File: config.mk
export PLATFORM = sky130hd
export DESIGN_NAME = rau_div
export DESIGN_NICKNAME = d
export VERILOG_FILES = /design/src/rtl/rau_pkg.sv /design/src/rtl/rau_div.sv
export SDC_FILE = /design/constraint.sdc
export NUM_CORES = 1
export LEC_CHECK = 0
export ABC_AREA = 1
export BUFFER_PORTS_ARGS = -buffer_cell sky130_fd_sc_hd__buf_2
export CAP_MARGIN = 20
export CORE_UTILIZATION = 59
export CTS_CLUSTER_DIAMETER = 200
export CTS_CLUSTER_SIZE = 28
export DETAILED_ROUTE_END_ITERATION = 8
export PLACE_DENSITY = 0.88
export SLEW_MARGIN = 10
export SYNTH_ARGS = -nofsm -noshare
export SYNTH_HDL_FRONTEND = slang
export SYNTH_SLANG_ARGS = --single-unit
File: constraint.sdc
create_clock -name aclk -period 5.61 [get_ports aclk]
set_input_delay 1.122 -clock aclk [delete_from_list [all_inputs] [get_ports aclk]]
set_output_delay 1.122 -clock aclk [all_outputs]
set_load 0.03 [all_outputs]
File: src/rtl/rau_pkg.sv
// Shared types and constants for the rational arithmetic unit.
// No dependencies; every other file in rtl/ refers to this package by scoped names.
package rau_pkg;

    localparam int OPERAND_WIDTH_DEFAULT = 32;
    localparam int MAG_WIDTH_DEFAULT     = 2 * OPERAND_WIDTH_DEFAULT - 1;

    localparam int NUM_W     = 32;
    localparam int DEN_W     = 31;
    localparam int RES_NUM_W = 64;
    localparam int RES_DEN_W = 63;

    typedef enum logic [1:0] {
        MODE_ADD = 2'd0,
        MODE_SUB = 2'd1,
        MODE_MUL = 2'd2,
        MODE_DIV = 2'd3
    } mode_t;

    typedef enum logic [3:0] {
        ST_IDLE,
        ST_MUL_A,
        ST_MUL_B,
        ST_MUL_C,
        ST_MUL_D,
        ST_CHECK,
        ST_GCD,
        ST_DIV_NUM,
        ST_DIV_DEN,
        ST_FINISH
    } state_t;

    typedef enum logic [1:0] {
        G_IDLE,
        G_REDUCE,
        G_SHIFT
    } gcd_state_t;

endpackage

File: src/rtl/rau_div.sv
// Restoring unsigned divider producing one quotient bit per cycle.
// Depends on rau_pkg for its default width.
module rau_div #(
    parameter int WIDTH = rau_pkg::MAG_WIDTH_DEFAULT
) (
    input  logic             aclk,
    input  logic             aresetn,
    input  logic             start,
    input  logic [WIDTH-1:0] dividend,
    input  logic [WIDTH-1:0] divisor,
    output logic             done,
    output logic [WIDTH-1:0] quotient
);

    localparam int CW = $clog2(WIDTH);

    logic             busy_reg, busy_next;
    logic             done_reg, done_next;
    logic [CW-1:0]    cnt_reg;
    logic [WIDTH-1:0] rem_reg, quo_reg, dsr_reg;
    logic [WIDTH:0]   rem_shift;
    logic [WIDTH:0]   trial;
    logic             fits;

    assign rem_shift = {rem_reg, quo_reg[WIDTH-1]};
    assign trial     = rem_shift - {1'b0, dsr_reg};
    assign fits      = !trial[WIDTH];

    always_comb begin
        busy_next = busy_reg;
        done_next = 1'b0;
        if (busy_reg) begin
            if (cnt_reg == '0) begin
                busy_next = 1'b0;
                done_next = 1'b1;
            end
        end else if (start) begin
            busy_next = 1'b1;
        end
    end

    always_ff @(posedge aclk) begin
        if (!aresetn) begin
            busy_reg <= 1'b0;
            done_reg <= 1'b0;
        end else begin
            busy_reg <= busy_next;
            done_reg <= done_next;
        end
    end

    always_ff @(posedge aclk) begin
        if (busy_reg) begin
            rem_reg <= fits ? trial[WIDTH-1:0] : rem_shift[WIDTH-1:0];
            quo_reg <= {quo_reg[WIDTH-2:0], fits};
            cnt_reg <= cnt_reg - 1'b1;
        end else if (start) begin
            rem_reg <= '0;
            quo_reg <= dividend;
            dsr_reg <= divisor;
            cnt_reg <= CW'(WIDTH - 1);
        end
    end

    assign done     = done_reg;
    assign quotient = quo_reg;

endmodule
==> results.sh <==
export IMPL_cts_hold_buf=0
export IMPL_timing_final_crit_share=0.579
export IMPL_post_cts_setup_buffer_count=0
export IMPL_min_period_ns=3.25
export IMPL_crit_path_max_fanout=42
export IMPL_coreArea_mm2=0.0236
export IMPL_diodes=0
export IMPL_synth_top_flop_cell="edfxtp_1"
export IMPL_leakage_uw=0.00889
export IMPL_powerDensity_mw_per_mm2=347
export IMPL_synthArstFlopShare=0
export IMPL_final_antenna_net_count=0
export IMPL_crit_slowest_cell="buf_4"
export IMPL_arrival_ns=3.46
export IMPL_cpMostUsedCell="nand2_2"
export IMPL_slew_viol_final=0
export IMPL_die_y_um=158
export IMPL_synth_warnings=0
export IMPL_dr_pass1_iters=6
export IMPL_grt_ovfl_total=0
export IMPL_startpoint_type="register"
export IMPL_synth_top_area_cell="edfxtp_1"
export IMPL_crit_path_max_incr_delay_ns=0.47
export IMPL_synth_edff_count=195
export IMPL_syn_nets=2275
export IMPL_vias_per_cell=5.19
export IMPL_place_gp_congestion=1.03
export IMPL_worstMarginPinSlew_ns=0.937
export IMPL_port_buffers=192
export IMPL_htree_levels=4
export IMPL_min_delay_worst_endpoint="quotient[43]$_DFFE_PP_"
export IMPL_clock_latency_ns=0.47
export IMPL_hold_viol=0
export IMPL_synth_commonest_cells="nand2_1 (909), inv_1 (393), nor2_1 (197)"
export IMPL_place_area_mm2=0.0155
export IMPL_synthCells=2080
export IMPL_cts_tree="built"
export IMPL_yosysSeqAreaShare=0.413
export IMPL_num_vias=13500
export IMPL_cts_buffers=17
export IMPL_drt_total_wl_um=41200
export IMPL_postCtsResizedCells=0
export IMPL_cp_required_ns=5.83
export IMPL_critPathTopFamily="simple AND/OR/NAND/NOR gates"
export IMPL_io_pins=193
export IMPL_synth_most_common_cell="nand2_1"
export IMPL_path_cells="ha_1, nand2_1, nor2_1, nand2_2, nand2_2, nand2_2, nand2_2, nand2_2, nand2_4, nand2_4, nand2_2, nand2_1, nand2_2, buf_4, nand2_1, nand2_1, inv_1"
export IMPL_grt_max_degree=109
export IMPL_setup_viol=0
export IMPL_clkSinkCount=197
export IMPL_detailed_place_hpwl_um=32300
export IMPL_antenna_found_initial=0
export IMPL_r2r_end="rem_reg[60]$_SDFFCE_PN0P_"
export IMPL_syn_area_mm2=0.0143
export IMPL_r2r_cells=17
export IMPL_clockBufferDepth=2
export IMPL_hold_start="quotient[42]$_DFFE_PP_"
export IMPL_cp_depth=17
export IMPL_min_delay_path_class="reg2reg"
export IMPL_synth_area_leaders="edfxtp_1 (41%), nand2_1 (24%), inv_1 (10%)"
export IMPL_design_area_mm2=0.0162
export IMPL_finalSetupTns_ns=0
export IMPL_clkTransAtPathRegs_ns=0.09
export IMPL_initial_core_util=0.605
export IMPL_drv_cap=0
export IMPL_slew_headroom=0.374
export IMPL_drive_gt1_frac=0.133
export IMPL_timing_fmax_ghz=0.308
export IMPL_wl_per_cell_um=15.9
export IMPL_final_net_count=2460
export IMPL_worstHoldPathCells=2
export IMPL_syn_avg_cell_area_um2=6.87
export IMPL_synth_seq_cells=197
export IMPL_rr_startpoint="rem_reg[2]$_SDFFCE_PN0P_"
export IMPL_dieWidth_um=158
export IMPL_dieArea_mm2=0.0248
export IMPL_outcome="complete, no violations"
export IMPL_finalPower_uw=5610
export IMPL_netlist_cell_type_count=33
export IMPL_rows=56
export IMPL_area_growth_pct=13.1
export IMPL_path_buf_inv=2
export IMPL_rsz0062_at_grt="no"
export IMPL_drc=0
export IMPL_cp_end_kind="register"
export IMPL_cts_root_buf="clkbuf_16"
export IMPL_grt_usage=0.341
export IMPL_crit_type="reg2reg"
export IMPL_max_vdd_ir_drop_v=0.000193
export IMPL_grt_pass1_vias=12600
export IMPL_yosysTopAreaCellShare=0.410
export IMPL_grt_pass1_wl_um=63700
export IMPL_regToRegSetupSlack_ns=2.36
export IMPL_drt_initial_drc_count=1245
export IMPL_finClkSkew_ns=0.0233
where the power goes:
part           leakage (uW)  switching [uW]  internal (uW)
Clock              0.000300             705            616
Sequential          0.00198             104           1850
Combinational       0.00661            1620            712
kinds of logic after synthesis:
group / Yosys count / synth area share
compound gates: 77 / 0.0293
buf+inv: 442 / 0.121
fa+ha+maj: 66 / 0.0583
xor+xnor: 30 / 0.0184
flops: 197 / 0.413
simple gates: 1268 / 0.360
worst min-delay path, delay by kind of cell (launching register included):
kind	cells	cell delay (ns)
AND/OR/NAND/NOR	2	0.11
flip-flops	1	0.35
per-layer routing:
metal | GRT usage | vias to the layer above | part of all wire
met3 | 0.0506 | 89 | 0.082
li1 | - | 6693 | -
met5 | 0 | - | 0
met2 | 0.558 | 622 | 0.46
met4 | 0.140 | 0 | 0.037
met1 | 0.453 | 6064 | 0.42
final cells by class:
type	count	area (um2)
well taps	319	399
multi-input cells	1441	6680
fillers	2080	7450
clock buffers	17	425
repair buffers	199	1030
inverters	409	1540
clock inverters	15	196
flip-flops and latches	197	5900
worst max-delay path by stage:
stage	slack [ns]	from	end
after floorplan	1.09	start	busy_reg$_SDFF_PN0_
after global placement	2.52	rem_reg[2]$_SDFFCE_PN0P_	rem_reg[42]$_SDFFCE_PN0P_
after detailed placement	2.39	rem_reg[25]$_SDFFCE_PN0P_	rem_reg[48]$_SDFFCE_PN0P_
after CTS	2.39	rem_reg[22]$_SDFFCE_PN0P_	rem_reg[44]$_SDFFCE_PN0P_
after global routing	2.09	rem_reg[33]$_SDFFCE_PN0P_	rem_reg[54]$_SDFFCE_PN0P_
final	2.36	rem_reg[2]$_SDFFCE_PN0P_	rem_reg[60]$_SDFFCE_PN0P_
stage by stage:
stage	util	setup WS, ns	instances	hold WS [ns]
final	0.685	2.36	2597	0.556
after global routing	0.685	2.09	2597	0.578
after CTS	0.683	2.39	2596	0.556
after detailed placement	0.657	2.39	2564	0.531
after global placement	0.657	2.52	2564	0.529
after floorplan	-	1.09	2080	0.526
placed cells by master, fill, tap and decap left out, drive strengths merged, types with 2 or more instances in the layout:
cell type  netlist  layout
nand2          927     927
inv            407     414
nor2           228     228
buf             16     199
edfxtp         195     195
ha              65      65
nand3           65      65
a21oi           57      57
xor2            30      30
nand4           17      17
clkbuf          17      17
nor3            15      15
nand3b          12      12
o21bai          11      11
clkinv           2      10
o21ai            8       8
nor4             2       2
dfxtp            2       2
Note: power is estimated with default switching activity, not from simulation.
