**src/rtl/rau_pkg.sv**
```systemverilog
// Shared types and constants for the rational arithmetic unit.
// No dependencies; every other file in rtl/ refers to this package by scoped names.
package rau_pkg;

    localparam int OPERAND_WIDTH_DEFAULT = 32;
    localparam int MAG_WIDTH_DEFAULT     = 2 * OPERAND_WIDTH_DEFAULT - 1;

    localparam int NUM_W     = 32;
    localparam int DEN_W     = 31;
    localparam int RES_NUM_W = 64;
    localparam int RES_DEN_W = 63;

    typedef enum logic [1:0] {
        MODE_ADD = 2'd0,
        MODE_SUB = 2'd1,
        MODE_MUL = 2'd2,
        MODE_DIV = 2'd3
    } mode_t;

    typedef enum logic [3:0] {
        ST_IDLE,
        ST_MUL_A,
        ST_MUL_B,
        ST_MUL_C,
        ST_MUL_D,
        ST_CHECK,
        ST_GCD,
        ST_DIV_NUM,
        ST_DIV_DEN,
        ST_FINISH
    } state_t;

    typedef enum logic [1:0] {
        G_IDLE,
        G_REDUCE,
        G_SHIFT
    } gcd_state_t;

endpackage

```
**src/rtl/rau_mul.sv**
```systemverilog
// Registered signed multiplier shared by every cross product.
// Depends on rau_pkg for its default width.
module rau_mul #(
    parameter int OPERAND_WIDTH = rau_pkg::OPERAND_WIDTH_DEFAULT
) (
    input  logic                              aclk,
    input  logic signed [OPERAND_WIDTH-1:0]   op_a,
    input  logic signed [OPERAND_WIDTH-1:0]   op_b,
    output logic signed [2*OPERAND_WIDTH-1:0] prod
);

    logic signed [2*OPERAND_WIDTH-1:0] prod_reg;

    always_ff @(posedge aclk) begin
        prod_reg <= op_a * op_b;
    end

    assign prod = prod_reg;

endmodule

```
**config.mk**
```make
export PLATFORM = sky130hd
export DESIGN_NAME = rau_mul
export DESIGN_NICKNAME = d
export VERILOG_FILES = /design/src/rtl/rau_pkg.sv /design/src/rtl/rau_mul.sv
export SDC_FILE = /design/constraint.sdc
export NUM_CORES = 2
export LEC_CHECK = 0
export ABC_CLOCK_PERIOD_IN_PS = 10050
export BUFFER_PORTS_ARGS = -buffer_cell sky130_fd_sc_hd__buf_2
export CORE_MARGIN = 2
export CORE_UTILIZATION = 60
export CTS_CLUSTER_DIAMETER = 80
export DETAILED_ROUTE_END_ITERATION = 7
export GPL_TIMING_DRIVEN = 0
export PLACE_DENSITY = 0.92
export SKIP_LAST_GASP = 1
export SLEW_MARGIN = 20
export SYNTH_ARGS = -nofsm -noshare
export SYNTH_HDL_FRONTEND = slang
export SYNTH_SLANG_ARGS = --single-unit
```
**constraint.sdc**
```tcl
create_clock -name aclk -period 10.05 [get_ports aclk]
set_clock_uncertainty 0.1 [all_clocks]
set_input_delay 2.5125 -clock aclk [delete_from_list [all_inputs] [get_ports aclk]]
set_output_delay 2.5125 -clock aclk [all_outputs]
set_load 0.005 [all_outputs]
```
==> Implementation_results.wiki <==
{| class="wikitable"
! Metric !! Value
|-
| Post-synthesis sequential area ratio || 3.44%
|-
| Die Area || 0.0641 mm^2
|-
| EDFF count, synth || 0
|-
| Amount of wire on met2 after detailed routing || 58,400 um
|-
| DR WL met3 || 17,000 um
|-
| WL final || roughly 130,000 um
|-
| Number of warnings reported in the yosys synthesis log || 0
|-
| Asr flop ratio synth || 0%
|-
| Average via count per standard cell || between 6 and 7
|-
| Critical Path AT || 10.23 ns
|-
| Result of the run || complete, no violations
|-
| Required time at the worst-slack endpoint || 10.29 ns
|-
| Residual antenna-violating net count after detailed routing || 0
|-
| Minimum period implied by the final worst setup slack || between 9 and 10 ns
|-
| Number of register bits inferred by synthesis || 64
|-
| Largest net degree at the start of global routing || 23
|-
| Number of levels the H-tree was split into || 3
|-
| Top fanout value on the critical path || 10
|-
| Setup repair after global routing missed its margin || true
|-
| Final period utilization || 99.4%
|-
| Number of flip-flops under the largest register name || 64
|-
| Worst hold margin || approximately 2.5 ns
|-
| Final Setup Violations || 0
|-
| Number of nets at the end of the flow || 5,383
|-
| Number of global-route vias before repair || 32,700
|-
| Vias post-DR || around 30,000
|-
| Endpoint kind of the worst setup timing path || flip-flop
|-
| Vertical extent of the die || 253 um
|-
| Nature of the critical path startpoint || input pin
|-
| Root Buffer || sky130_fd_sc_hd__clkbuf_16
|-
| Setup CP Type || in -> reg
|-
| Clock-pin slew reported for the worst setup and hold paths after clock tree synthesis || approximately 0.070 ns
|-
| Max Buffers Root-to-Sink || 2
|-
| Primary flip-flop cell chosen by synthesis mapping || sky130_fd_sc_hd__dfxtp_1
|-
| DPL Wire Length || approximately 110,000 um
|-
| Number of port buffers || around 130
|-
| Met1 wire length || 40,700 um
|-
| Std-Cell Rows || 91
|-
| 1st-iter DRT viols || 2,788
|-
| Per-cell routed wire length || 26.8 um
|-
| Placer's final routability congestion estimate || 1.07
|-
| Initial core utilization || 60.6%
|-
| GRT overflow || 0
|-
| Post-Synthesis Mean Instance Area || around 9.6 um^2
|-
| Max capacitance violation total || 0
|-
| Distinct cell type count of the synthesized netlist || 63
|-
| First-pass iteration count of the detailed router || 6
|-
| Total GRT Usage || between 40 and 50%
|-
| Least-Margin Pin Slew || 0.724 ns
|-
| Fin. Hold Viols || 0
|-
| Slew HR || 51.7%
|-
| Growth of design area from synthesis to finish || 7.78%
|-
| CTS tree || yes
|-
| Total core area || 0.0615 mm^2
|-
| Fraction of layout cells with a size suffix above 1 || 10.6%
|-
| Final non-filler cell area || 0.0401 mm^2
|-
| Wire length of the first global-routing pass || roughly 190,000 um
|-
| Total clock sinks || 64
|-
| Path class of the lowest-slack min-delay path || in -> reg
|-
| Max-slew violation count || 0
|-
| Chip width || 253 um
|-
| Post-Syn Area || 0.0372 mm^2
|-
| Post-detailed-route DRC marker count || 0
|-
| Final Util || between 60 and 70%
|-
| Max frequency || 0.100 GHz
|-
| Post-Syn Instances || 3,884
|-
| Initial antenna violation count || 15
|-
| Top-Level Pins || 129
|-
| CTS buffer count || 9
|-
| Final setup TNS || 0 ns
|-
| Cell area after placement || 0.0389 mm^2
|-
| Post-synth net total || 5,215
|-
| Highest routed metal layer || met5
|}
[final cells by class]
| cell class | count | area [um^2] |
|---|---|---|
| multi-input combinational | 2668 | 31900 |
| tap | 790 | 988 |
| timing repair buffer | 162 | 947 |
| clock inverter | 6 | 68.8 |
| fill | 4606 | 21300 |
| antenna | 11 | 27.5 |
| sequential | 64 | 1280 |
| buffer | 195 | 1130 |
| clock buffer | 10 | 229 |
| inverter | 952 | 3600 |
[Yosys cell counts, types with 12 or more instances]
| cell type | n | area [um^2] |
|---|---|---|
| sky130_fd_sc_hd__a21oi_1 | 68 | 340 |
| sky130_fd_sc_hd__a21o_1 | 23 | 173 |
| sky130_fd_sc_hd__clkbuf_1 | 195 | 732 |
| sky130_fd_sc_hd__inv_1 | 952 | 3570 |
| sky130_fd_sc_hd__dfxtp_1 | 64 | 1280 |
| sky130_fd_sc_hd__ha_1 | 184 | 2300 |
| sky130_fd_sc_hd__and2_1 | 516 | 3230 |
| sky130_fd_sc_hd__xor2_1 | 22 | 193 |
| sky130_fd_sc_hd__nand3_1 | 15 | 75.1 |
| sky130_fd_sc_hd__nand2_1 | 511 | 1920 |
| sky130_fd_sc_hd__o21ai_0 | 28 | 140 |
| sky130_fd_sc_hd__a31oi_1 | 12 | 75.1 |
| sky130_fd_sc_hd__fa_1 | 1082 | 21700 |
| sky130_fd_sc_hd__xnor2_1 | 53 | 464 |
| sky130_fd_sc_hd__o21bai_1 | 15 | 113 |
| sky130_fd_sc_hd__nor2_1 | 42 | 158 |
[critical path, cell delays in order]
cell	delay [ns]
sky130_fd_sc_hd__buf_2	0.18
sky130_fd_sc_hd__clkbuf_4	0.31
sky130_fd_sc_hd__nand2_1	0.13
sky130_fd_sc_hd__fa_2	0.59
sky130_fd_sc_hd__buf_4	0.15
sky130_fd_sc_hd__fa_2	0.49
sky130_fd_sc_hd__buf_4	0.20
sky130_fd_sc_hd__fa_1	0.59
sky130_fd_sc_hd__clkinvlp_4	0.19
sky130_fd_sc_hd__buf_4	0.18
sky130_fd_sc_hd__fa_1	0.48
sky130_fd_sc_hd__fa_1	0.52
sky130_fd_sc_hd__fa_1	0.52
sky130_fd_sc_hd__inv_1	0.09
sky130_fd_sc_hd__fa_1	0.53
sky130_fd_sc_hd__inv_1	0.08
sky130_fd_sc_hd__fa_1	0.49
sky130_fd_sc_hd__ha_1	0.38
sky130_fd_sc_hd__a21o_1	0.19
sky130_fd_sc_hd__a21o_1	0.18
sky130_fd_sc_hd__a21oi_2	0.23
sky130_fd_sc_hd__nand3b_1	0.12
sky130_fd_sc_hd__a311oi_2	0.37
sky130_fd_sc_hd__o31ai_1	0.14
sky130_fd_sc_hd__a21oi_1	0.21
sky130_fd_sc_hd__xnor2_1	0.15
[path summary, 6_finish.rpt]
| check | startpoint | end | slack, ns | depth (start not counted) |
|---|---|---|---|---|
| max | op_b[9] | prod[63] | 0.06 | 26 |
| min | op_b[0] | prod[0] | 2.46 | 2 |
[metrics by stage]
step	std cells	setup slack, ns
3_5_place_dp	4802	-1.92
3_3_place_gp	4802	-1.78
6_report	4858	0.0600
5_1_grt	4847	-0.106
2_1_floorplan	3884	0.177
4_1_cts	4837	0.00000266
[cell usage in the layout, fill, tap and decap left out, types with 53 or more instances in the layout]
cell type | synthesis | layout
sky130_fd_sc_hd__ha_1 | 184 | 178
sky130_fd_sc_hd__and2_1 | 516 | 516
sky130_fd_sc_hd__inv_1 | 952 | 943
sky130_fd_sc_hd__dfxtp_1 | 64 | 64
sky130_fd_sc_hd__buf_2 | 3 | 144
sky130_fd_sc_hd__xnor2_1 | 53 | 53
sky130_fd_sc_hd__nand2_1 | 511 | 509
sky130_fd_sc_hd__fa_1 | 1082 | 1071
sky130_fd_sc_hd__clkbuf_2 | 0 | 108
sky130_fd_sc_hd__a21oi_1 | 68 | 60
[metal layers]
layer | GRT usage, % | vias up
met5 | 0 | -
met4 | 35.0 | 6
met3 | 13.5 | 836
met2 | 65.2 | 2234
met1 | 48.2 | 14700
li1 | - | 11400
[what timing repair did]
action | CTS | global route
pin swaps | 7 | 13
hold buffers | 0 | 0
buffers inserted | 21 | 13
resized for setup | 207 | 183
endpoints found under the setup margin | 28 | 21
[cells by family (layout without fill, tap and decap cells)]
| kind of cell | Yosys count | in the layout | synth area share (%) |
|---|---|---|---|
| xor+xnor | 75 | 75 | 1.76 |
| compound gates | 193 | 193 | 3.46 |
| other cells | 0 | 11 | 0 |
| flops | 64 | 64 | 3.44 |
| simple gates | 1134 | 1134 | 15.4 |
| fa+ha+maj | 1266 | 1266 | 64.3 |
| buf+inv | 1152 | 1325 | 11.6 |
Power is not shown: default switching activity piles up to over one toggle a cycle in this logic, so the estimate is an artifact.
