===== src/rtl/rau_pkg.sv =====
// Shared types and constants for the rational arithmetic unit.
// No dependencies; every other file in rtl/ refers to this package by scoped names.
package rau_pkg;

    localparam int OPERAND_WIDTH_DEFAULT = 32;
    localparam int MAG_WIDTH_DEFAULT     = 2 * OPERAND_WIDTH_DEFAULT - 1;

    localparam int NUM_W     = 32;
    localparam int DEN_W     = 31;
    localparam int RES_NUM_W = 64;
    localparam int RES_DEN_W = 63;

    typedef enum logic [1:0] {
        MODE_ADD = 2'd0,
        MODE_SUB = 2'd1,
        MODE_MUL = 2'd2,
        MODE_DIV = 2'd3
    } mode_t;

    typedef enum logic [3:0] {
        ST_IDLE,
        ST_MUL_A,
        ST_MUL_B,
        ST_MUL_C,
        ST_MUL_D,
        ST_CHECK,
        ST_GCD,
        ST_DIV_NUM,
        ST_DIV_DEN,
        ST_FINISH
    } state_t;

    typedef enum logic [1:0] {
        G_IDLE,
        G_REDUCE,
        G_SHIFT
    } gcd_state_t;

endpackage


===== src/rtl/rau_gcd.sv =====
// Binary greatest common divisor unit, one shift or subtract step per cycle.
// Depends on rau_pkg for its state type and default width.
module rau_gcd #(
    parameter int WIDTH = rau_pkg::MAG_WIDTH_DEFAULT
) (
    input  logic             aclk,
    input  logic             aresetn,
    input  logic             start,
    input  logic [WIDTH-1:0] x,
    input  logic [WIDTH-1:0] y,
    output logic             done,
    output logic [WIDTH-1:0] g
);

    localparam int KW = $clog2(WIDTH + 1);

    rau_pkg::gcd_state_t state_reg, state_next;
    logic [WIDTH-1:0]    u_reg, v_reg;
    logic [KW-1:0]       k_reg;
    logic                done_reg, done_next;
    logic [WIDTH:0]      diff_uv;
    logic [WIDTH-1:0]    diff_vu;
    logic                u_less;

    assign diff_uv = {1'b0, u_reg} - {1'b0, v_reg};
    assign diff_vu = v_reg - u_reg;
    assign u_less  = diff_uv[WIDTH];

    always_comb begin
        state_next = state_reg;
        unique case (state_reg)
            rau_pkg::G_IDLE: begin
                if (start) begin
                    state_next = rau_pkg::G_REDUCE;
                end
            end
            rau_pkg::G_REDUCE: begin
                if (u_reg == v_reg) begin
                    state_next = rau_pkg::G_SHIFT;
                end
            end
            rau_pkg::G_SHIFT: begin
                if (k_reg == '0) begin
                    state_next = rau_pkg::G_IDLE;
                end
            end
            default: state_next = rau_pkg::G_IDLE;
        endcase
    end

    always_comb begin
        done_next = (state_reg == rau_pkg::G_SHIFT) && (k_reg == '0);
    end

    always_ff @(posedge aclk) begin
        if (!aresetn) begin
            state_reg <= rau_pkg::G_IDLE;
            done_reg  <= 1'b0;
        end else begin
            state_reg <= state_next;
            done_reg  <= done_next;
        end
    end

    always_ff @(posedge aclk) begin
        unique case (state_reg)
            rau_pkg::G_IDLE: begin
                if (start) begin
                    u_reg <= x;
                    v_reg <= y;
                    k_reg <= '0;
                end
            end
            rau_pkg::G_REDUCE: begin
                if (u_reg != v_reg) begin
                    priority if (!u_reg[0] && !v_reg[0]) begin
                        u_reg <= u_reg >> 1;
                        v_reg <= v_reg >> 1;
                        k_reg <= k_reg + 1'b1;
                    end else if (!u_reg[0]) begin
                        u_reg <= u_reg >> 1;
                    end else if (!v_reg[0]) begin
                        v_reg <= v_reg >> 1;
                    end else if (u_less) begin
                        v_reg <= diff_vu >> 1;
                    end else begin
                        u_reg <= diff_uv[WIDTH-1:0] >> 1;
                    end
                end
            end
            rau_pkg::G_SHIFT: begin
                if (k_reg != '0) begin
                    u_reg <= u_reg << 1;
                    k_reg <= k_reg - 1'b1;
                end
            end
            default: begin
            end
        endcase
    end

    assign done = done_reg;
    assign g    = u_reg;

endmodule


===== config.mk =====
export PLATFORM = sky130hd
export DESIGN_NAME = rau_gcd
export DESIGN_NICKNAME = d
export VERILOG_FILES = /design/src/rtl/rau_pkg.sv /design/src/rtl/rau_gcd.sv
export SDC_FILE = /design/constraint.sdc
export NUM_CORES = 1
export LEC_CHECK = 0
export BUFFER_PORTS_ARGS = -buffer_cell sky130_fd_sc_hd__buf_2
export CAP_MARGIN = 20
export CORE_MARGIN = 4
export CORE_UTILIZATION = 35
export DETAILED_ROUTE_END_ITERATION = 8
export REMOVE_ABC_BUFFERS = 1
export SLEW_MARGIN = 20
export SYNTH_ARGS = -nofsm -noshare
export SYNTH_HDL_FRONTEND = slang
export SYNTH_SLANG_ARGS = --single-unit

===== constraint.sdc =====
create_clock -name aclk -period 7.3 [get_ports aclk]
set_clock_uncertainty 0.2 [all_clocks]
set_input_delay 0 -clock aclk [delete_from_list [all_inputs] [get_ports aclk]]
set_output_delay 0 -clock aclk [all_outputs]
set_load 0.05 [all_outputs]

==> results of run 1 <==
==> layout by cell type, fill, tap and decap left out, drive strengths merged, types with 6 or more instances in the layout <==
cell type and count:
a21oi 224, buf 203, inv 179, o21ai 155, nor2 140, ha 136
edfxtp 132, dlygate4sd3 127, nand2 90, nor3 82, xnor2 78, a221oi 62
a21o 53, xor2 45, o21bai 41, nand4 35, nand3 24, a222oi 21
clkbuf 17, o21a 16, nor2b 15, nand2b 13, o211ai 12, a21boi 11
o221ai 11, and3 9, a221o 8, a31oi 8, a22oi 7, nor4 7
and2 7, o31ai 7, and4 6, clkinv 6
==> layout make-up <==
class	count	area, sq um	area share [%]
repair buffers	330	2310	13.0
clock buffers	17	425	2.39
inverters	176	662	3.71
clock inverters	15	170	0.954
well taps	532	666	3.73
flip-flops and latches	135	4020	22.6
multi-input cells	1382	9570	53.7
==> kinds of logic (layout without fill, tap and decap cells) <==
family,Yosys count,count (layout)
AND/OR/NAND/NOR,441,441
adder cells (fa/ha/maj),139,139
flip-flops,135,135
AO/OA/AOI/OAI,679,679
buffers and inverters,297,538
XOR/XNOR,123,123
==> worst max-delay path, cell delays in order, from the launching register on <==
cell      delay, ns
edfxtp_1       0.55
inv_1          0.16
ha_1           0.26
and2b_1        0.23
o211ai_2       0.10
a311oi_2       0.38
o311ai_2       0.23
o31ai_2        0.43
a41o_2         0.35
a41o_4         0.51
o21bai_1       0.16
a31oi_4        0.70
buf_4          0.51
==> worst min-delay path by stage <==
stage                     depth (start not counted)    start  slack (ns)               to
after floorplan                                   1  aresetn       -0.08  done$_SDFF_PN0_
after global placement                            2  aresetn        0.06  done$_SDFF_PN0_
after detailed placement                          2  aresetn        0.06  done$_SDFF_PN0_
after CTS                                         4    x[51]         0.1  g[51]$_DFFE_PP_
after global routing                              4    x[51]        0.14  g[51]$_DFFE_PP_
final                                             3  aresetn        0.11  done$_SDFF_PN0_
==> report_power, final <==
group          total (W)  internal, W  leakage (nW)  switching (W)
logic            0.00397      0.00133          5.88        0.00264
registers        0.00126      0.00109          1.33       0.000166
clock network   0.000922     0.000510         0.280       0.000411
total            0.00615      0.00293          7.49        0.00322
==> layer usage <==
metal | track usage, % | wire length, um
met4 | 8.39 | 1600
met1 | 34.9 | 26100
met5 | 0 | 0
met2 | 39.0 | 26400
met3 | 4.45 | 4100
==> stage by stage <==
step                      util (%)  hold slack, ns
after floorplan                  -         -0.0783
after global placement        38.7          0.0618
after detailed placement      38.8          0.0553
after CTS                     43.3          0.0974
after global routing          43.3           0.142
final                         43.3           0.114
==> impl_metrics.csv, run 1 <==
group,metric,value,unit
pwr,vdd_drop_max,0.165,mV
cells_and_area,antennaDiodeCount,0,
clocking,clockBufferDepth,2,
sta,slew_viol_final,0,
global_route,grt_pass1_wl,87.8,mm
critical_path,reg2reg_to,"g[49]$_DFFE_PP_",
logic_synthesis,synth_top_area_share,26.9,%
flow_run,maxCapViolCount,0,
die,core_area,0.0412,sq mm
sta,hold_viol,0,
critical_path,cp-startpoint,"g[0]$_DFFE_PP_",
sta,setup_viol,0,
cells_and_area,area_growth,20.9,%
logic_synthesis,synth_area_leader_cell,"edfxtp_1",
logic_synthesis,synth-compound-area-share,30.7,%
cells_and_area,instances_no_fill,2587,
place,port_buffers,192,
sta,setup_slack,2.13,ns
sta,tns,0,ns
clocking,post_cts.repair.setup_buffers,0,
die,std_cell_rows,74,
pwr,power,0.00615,W
logic_synthesis,synth_xor_xnor_area_share,7.30,%
die,start_util,35.8,%
global_route,grt_use_total,24.9,%
sta,maxSlewHeadroom,28.9,%
critical_path,reg2reg_setup_slack,2.13,ns
logic_synthesis,synth.most_common_cell,"a21oi_1",
global_route,grt_max_degree,68,
logic_synthesis,synthCells,1814,
die,dieArea,0.0455,sq mm
logic_synthesis,syn_area,0.0148,sq mm
routing,viasPerCell,5.81,
logic_synthesis,synthMuxAreaShare,0,%
place,gp_congestion,0.970,
global_route,grt_overflow_total,0,
logic_synthesis,synth_top_family_by_area,"compound AO/OA/AOI/OAI gates",
critical_path,cp-endpoint,"g[49]$_DFFE_PP_",
critical_path,path_class,"reg2reg",
clocking,cts_tree,"yes",
routing,routedWlPerCell,22.5,um
cells_and_area,fin_area,0.0178,sq mm
clocking,root_buffer,"clkbuf_16",
critical_path,cp-end-kind,"flip-flop",
die,dieHeight,213,um
logic_synthesis,avgSynthCellArea,8.13,sq um
cells_and_area,n_fill_cell,4140,
clocking,cts_hold_buffers,127,
logic_synthesis,yosys.area_share.simple,14.6,%
routing,drt_iter0_drc,1607,
sta,fin_crit_sh,70.9,%
clocking,clock-sinks,135,
clocking,cts_resized,0,
logic_synthesis,yosysWarnings,0,
run_status,outcome,"finished, final reports clean",
critical_path,required,7.22,ns
cells_and_area,nNetsFinal,2310,
logic_synthesis,synth_fa_ha_area_share,11.9,%
logic_synthesis,ys_types,91,
global_route,grt_pass1_vias,14900,
logic_synthesis,async_flop_share,0,%
die,num_io_pins,193,
clocking,h-tree-depth,4,
critical_path,r2r_start,"g[0]$_DFFE_PP_",
sta,fin_crit,5.17,ns
place,place_inst,2428,
clocking,clk_pin_slew,0.07,ns
clocking,numCtsBuffers,17,
routing,vias,15000,
global_route,antenna_found_initial,1,
place,hpwl,43.0,mm
place,pre_cts_slack,2.10,ns
critical_path,critPathArrivalTime,5.09,ns
routing,routed_wl,58.3,mm
sta,fmax,193,MHz
logic_synthesis,synthTopCellsByArea,"edfxtp_1, ha_1, a21oi_1",
sta,worst_pin_slew,1.06,ns
clocking,insertion_delay,0.47,ns
logic_synthesis,synth_top_flop_cell,"edfxtp_1",
critical_path,worstRegToRegCells,12,
routing,firstDrtPassIters,6,
hold_path,hold_class,"in2reg",
die,die_x,213,um
routing,drcViolationCount,0,
critical_path,cp_max_fo,24,
critical_path,startpoint_type,"flip-flop",
pwr,power.density,345,mW/mm^2
pwr,p_leak,7.49,nW
routing,ant_nets,0,
logic_synthesis,synth_edf_count,132,
logic_synthesis,ys_seq_area_share,27.3,%
sta,rsz0062_at_grt,"no",
place,place_area,0.0160,sq mm
logic_synthesis,synth.top_cells.by_count,"a21oi_1, inv_1, nor2_1, o21ai_0, ha_1",
cells_and_area,drive_above_1_share,13.7,%
logic_synthesis,synth-seq-cells,135,
Note: power is estimated with default switching activity, not from simulation.
==> run 2, diff against run 1 <==
==> constraint.sdc (replaced) <==
create_clock -name aclk -period 4.2 [get_ports aclk]
set_clock_uncertainty 0.2 [all_clocks]
set_input_delay 0 -clock aclk [delete_from_list [all_inputs] [get_ports aclk]]
set_output_delay 0 -clock aclk [all_outputs]
set_load 0.05 [all_outputs]
==> run 2 against run 1 <==
Critical path depth fell by 1. Final cell count grew 3.5%. Register-to-register slack got worse by 2.0 ns.
==> impl_metrics.csv, run 2 (synthesis gave the netlist of run 1 again) <==
group,metric,value,unit
routing,drt_iter0_drc,1567,
sta,maxSlewHeadroom,44.1,%
cells_and_area,instances_no_fill,2678,
hold_path,hold_class,"in2reg",
cells_and_area,nNetsFinal,2401,
pwr,vdd_drop_max,0.336,mV
critical_path,path_cells,"inv_1, ha_1, a21oi_1, a311oi_2, o311ai_4, o31ai_2, a41o_2, a41o_4, o21bai_1, a31oi_4, buf_4",
place,gp_congestion,0.959,
die,num_io_pins,193,
critical_path,path_class,"reg2reg",
flow_run,maxCapViolCount,0,
sta,fin_crit_sh,96.9,%
die,dieArea,0.0455,sq mm
clocking,numCtsBuffers,17,
place,hpwl,45.9,mm
global_route,grt_use_total,25.6,%
critical_path,max_stage_delay,0.48,ns
clocking,clock-sinks,135,
cells_and_area,area_growth,26.7,%
routing,routed_wl,60.3,mm
pwr,power.density,608,mW/mm^2
routing,viasPerCell,5.81,
die,core_area,0.0412,sq mm
clocking,h-tree-depth,4,
routing,vias,15600,
critical_path,cp_max_fo,24,
sta,fin_crit,4.07,ns
global_route,grt_pass1_vias,15600,
clocking,cts_tree,"yes",
clocking,insertion_delay,0.47,ns
global_route,grt_overflow_total,0,
sta,worst_pin_slew,0.839,ns
cells_and_area,n_fill_cell,4147,
critical_path,startpoint_type,"flip-flop",
place,place_inst,2509,
critical_path,cpMaxStageDelayCell,"ha_1",
run_status,outcome,"finished, final reports clean",
hold_path,holdPathStages,3,
pwr,p_leak,7.99,nW
sta,fmax,246,MHz
sta,hold_viol,0,
critical_path,cp-end-kind,"flip-flop",
pwr,power,0.0114,W
place,port_buffers,192,
cells_and_area,final_common_cell,"a21oi_1",
clocking,clockBufferDepth,2,
sta,setup_viol,0,
sta,rsz0062_at_grt,"yes",
critical_path,worstRegToRegCells,11,
clocking,clk_pin_slew,0.07,ns
die,dieHeight,213,um
routing,drcViolationCount,0,
critical_path,required,4.11,ns
die,die_x,213,um
global_route,grt_pass1_wl,90.7,mm
die,start_util,35.8,%
sta,slew_viol_final,0,
routing,firstDrtPassIters,6,
critical_path,critPathArrivalTime,3.98,ns
cells_and_area,antennaDiodeCount,0,
routing,routedWlPerCell,22.5,um
die,std_cell_rows,74,
clocking,root_buffer,"clkbuf_16",
cells_and_area,final_cell_mix,"a21oi_1, buf_2, inv_1",
global_route,grt_max_degree,63,
cells_and_area,drive_above_1_share,17.6,%
routing,ant_nets,0,
global_route,antenna_found_initial,1,
[run 2: area by class of cell]
cell class	count	area [sq um]	area share, %
flip-flops and latches	135	4020	21.5
repair buffers	420	3070	16.4
inverters	176	662	3.54
clock inverters	13	191	1.02
multi-input cells	1383	9630	51.5
well taps	532	666	3.56
clock buffers	19	443	2.37
[run 2: what timing repair did]
| item | in CTS | in global routing |
|---|---|---|
| setup buffers | 2 | 5 |
| endpoints found under the setup margin | 76 | 120 |
| hold endpoints to repair | 130 | 0 |
| pin swaps | 1 | 1 |
| gates resized for setup | 1 | 12 |
| cloned | 1 | 1 |
| hold buffers | 128 | 0 |
[run 2: critical path, delay by kind of cell, from the launching register on]
kind / cells / cell delay, ns
compound gates: 8 / 2.12
fa+ha+maj: 1 / 0.48
flops: 1 / 0.40
buf+inv: 2 / 0.50
[run 2: through the flow]
step                hold slack (ns)  area (sq um)  setup TNS (ns)  worst slack [ns]  utilization [%]
finish                        0.127         18700               0             0.130             45.4
detailed placement           0.0697         16600           -6.14            -0.125             40.3
global placement             0.0569         16600           -3.39           -0.0823             40.3
floorplan                   -0.0783         14200         -507.54             -4.92                -
global route                  0.141         18700               0          0.000625             45.4
CTS                          0.0991         18600               0            0.0741             45.1
[run 2: per-layer routing]
metal / up-vias / wire [um] / share of wire [%] / GRT usage, %
met1: 7566 / 27500 / 46 / 35.8
met3: 90 / 4020 / 6.7 / 4.08
met2: 612 / 27200 / 45 / 40.8
li1: 7287 / - / - / -
met5: - / 0 / 0 / 0
met4: 0 / 1640 / 2.7 / 7.99
[run 2: power breakdown]
part / total (W) / internal, W / switching (W)
clock: 0.00171 / 0.00102 / 0.000689
sequential: 0.00216 / 0.00189 / 0.000269
combinational: 0.00750 / 0.00270 / 0.00480
[run 2: worst paths after layout]
kind | startpoint | endpoint | slack [ns]
setup reg to reg | g[3]$_DFFE_PP_ | g[15]$_DFFE_PP_ | 0.13
setup / recovery | g[3]$_DFFE_PP_ | g[15]$_DFFE_PP_ | 0.13
hold reg to reg | state_reg[1]$_SDFFE_PN0P_ | state_reg[1]$_SDFFE_PN0P_ | 0.40
hold / removal | aresetn | done$_SDFF_PN0_ | 0.13
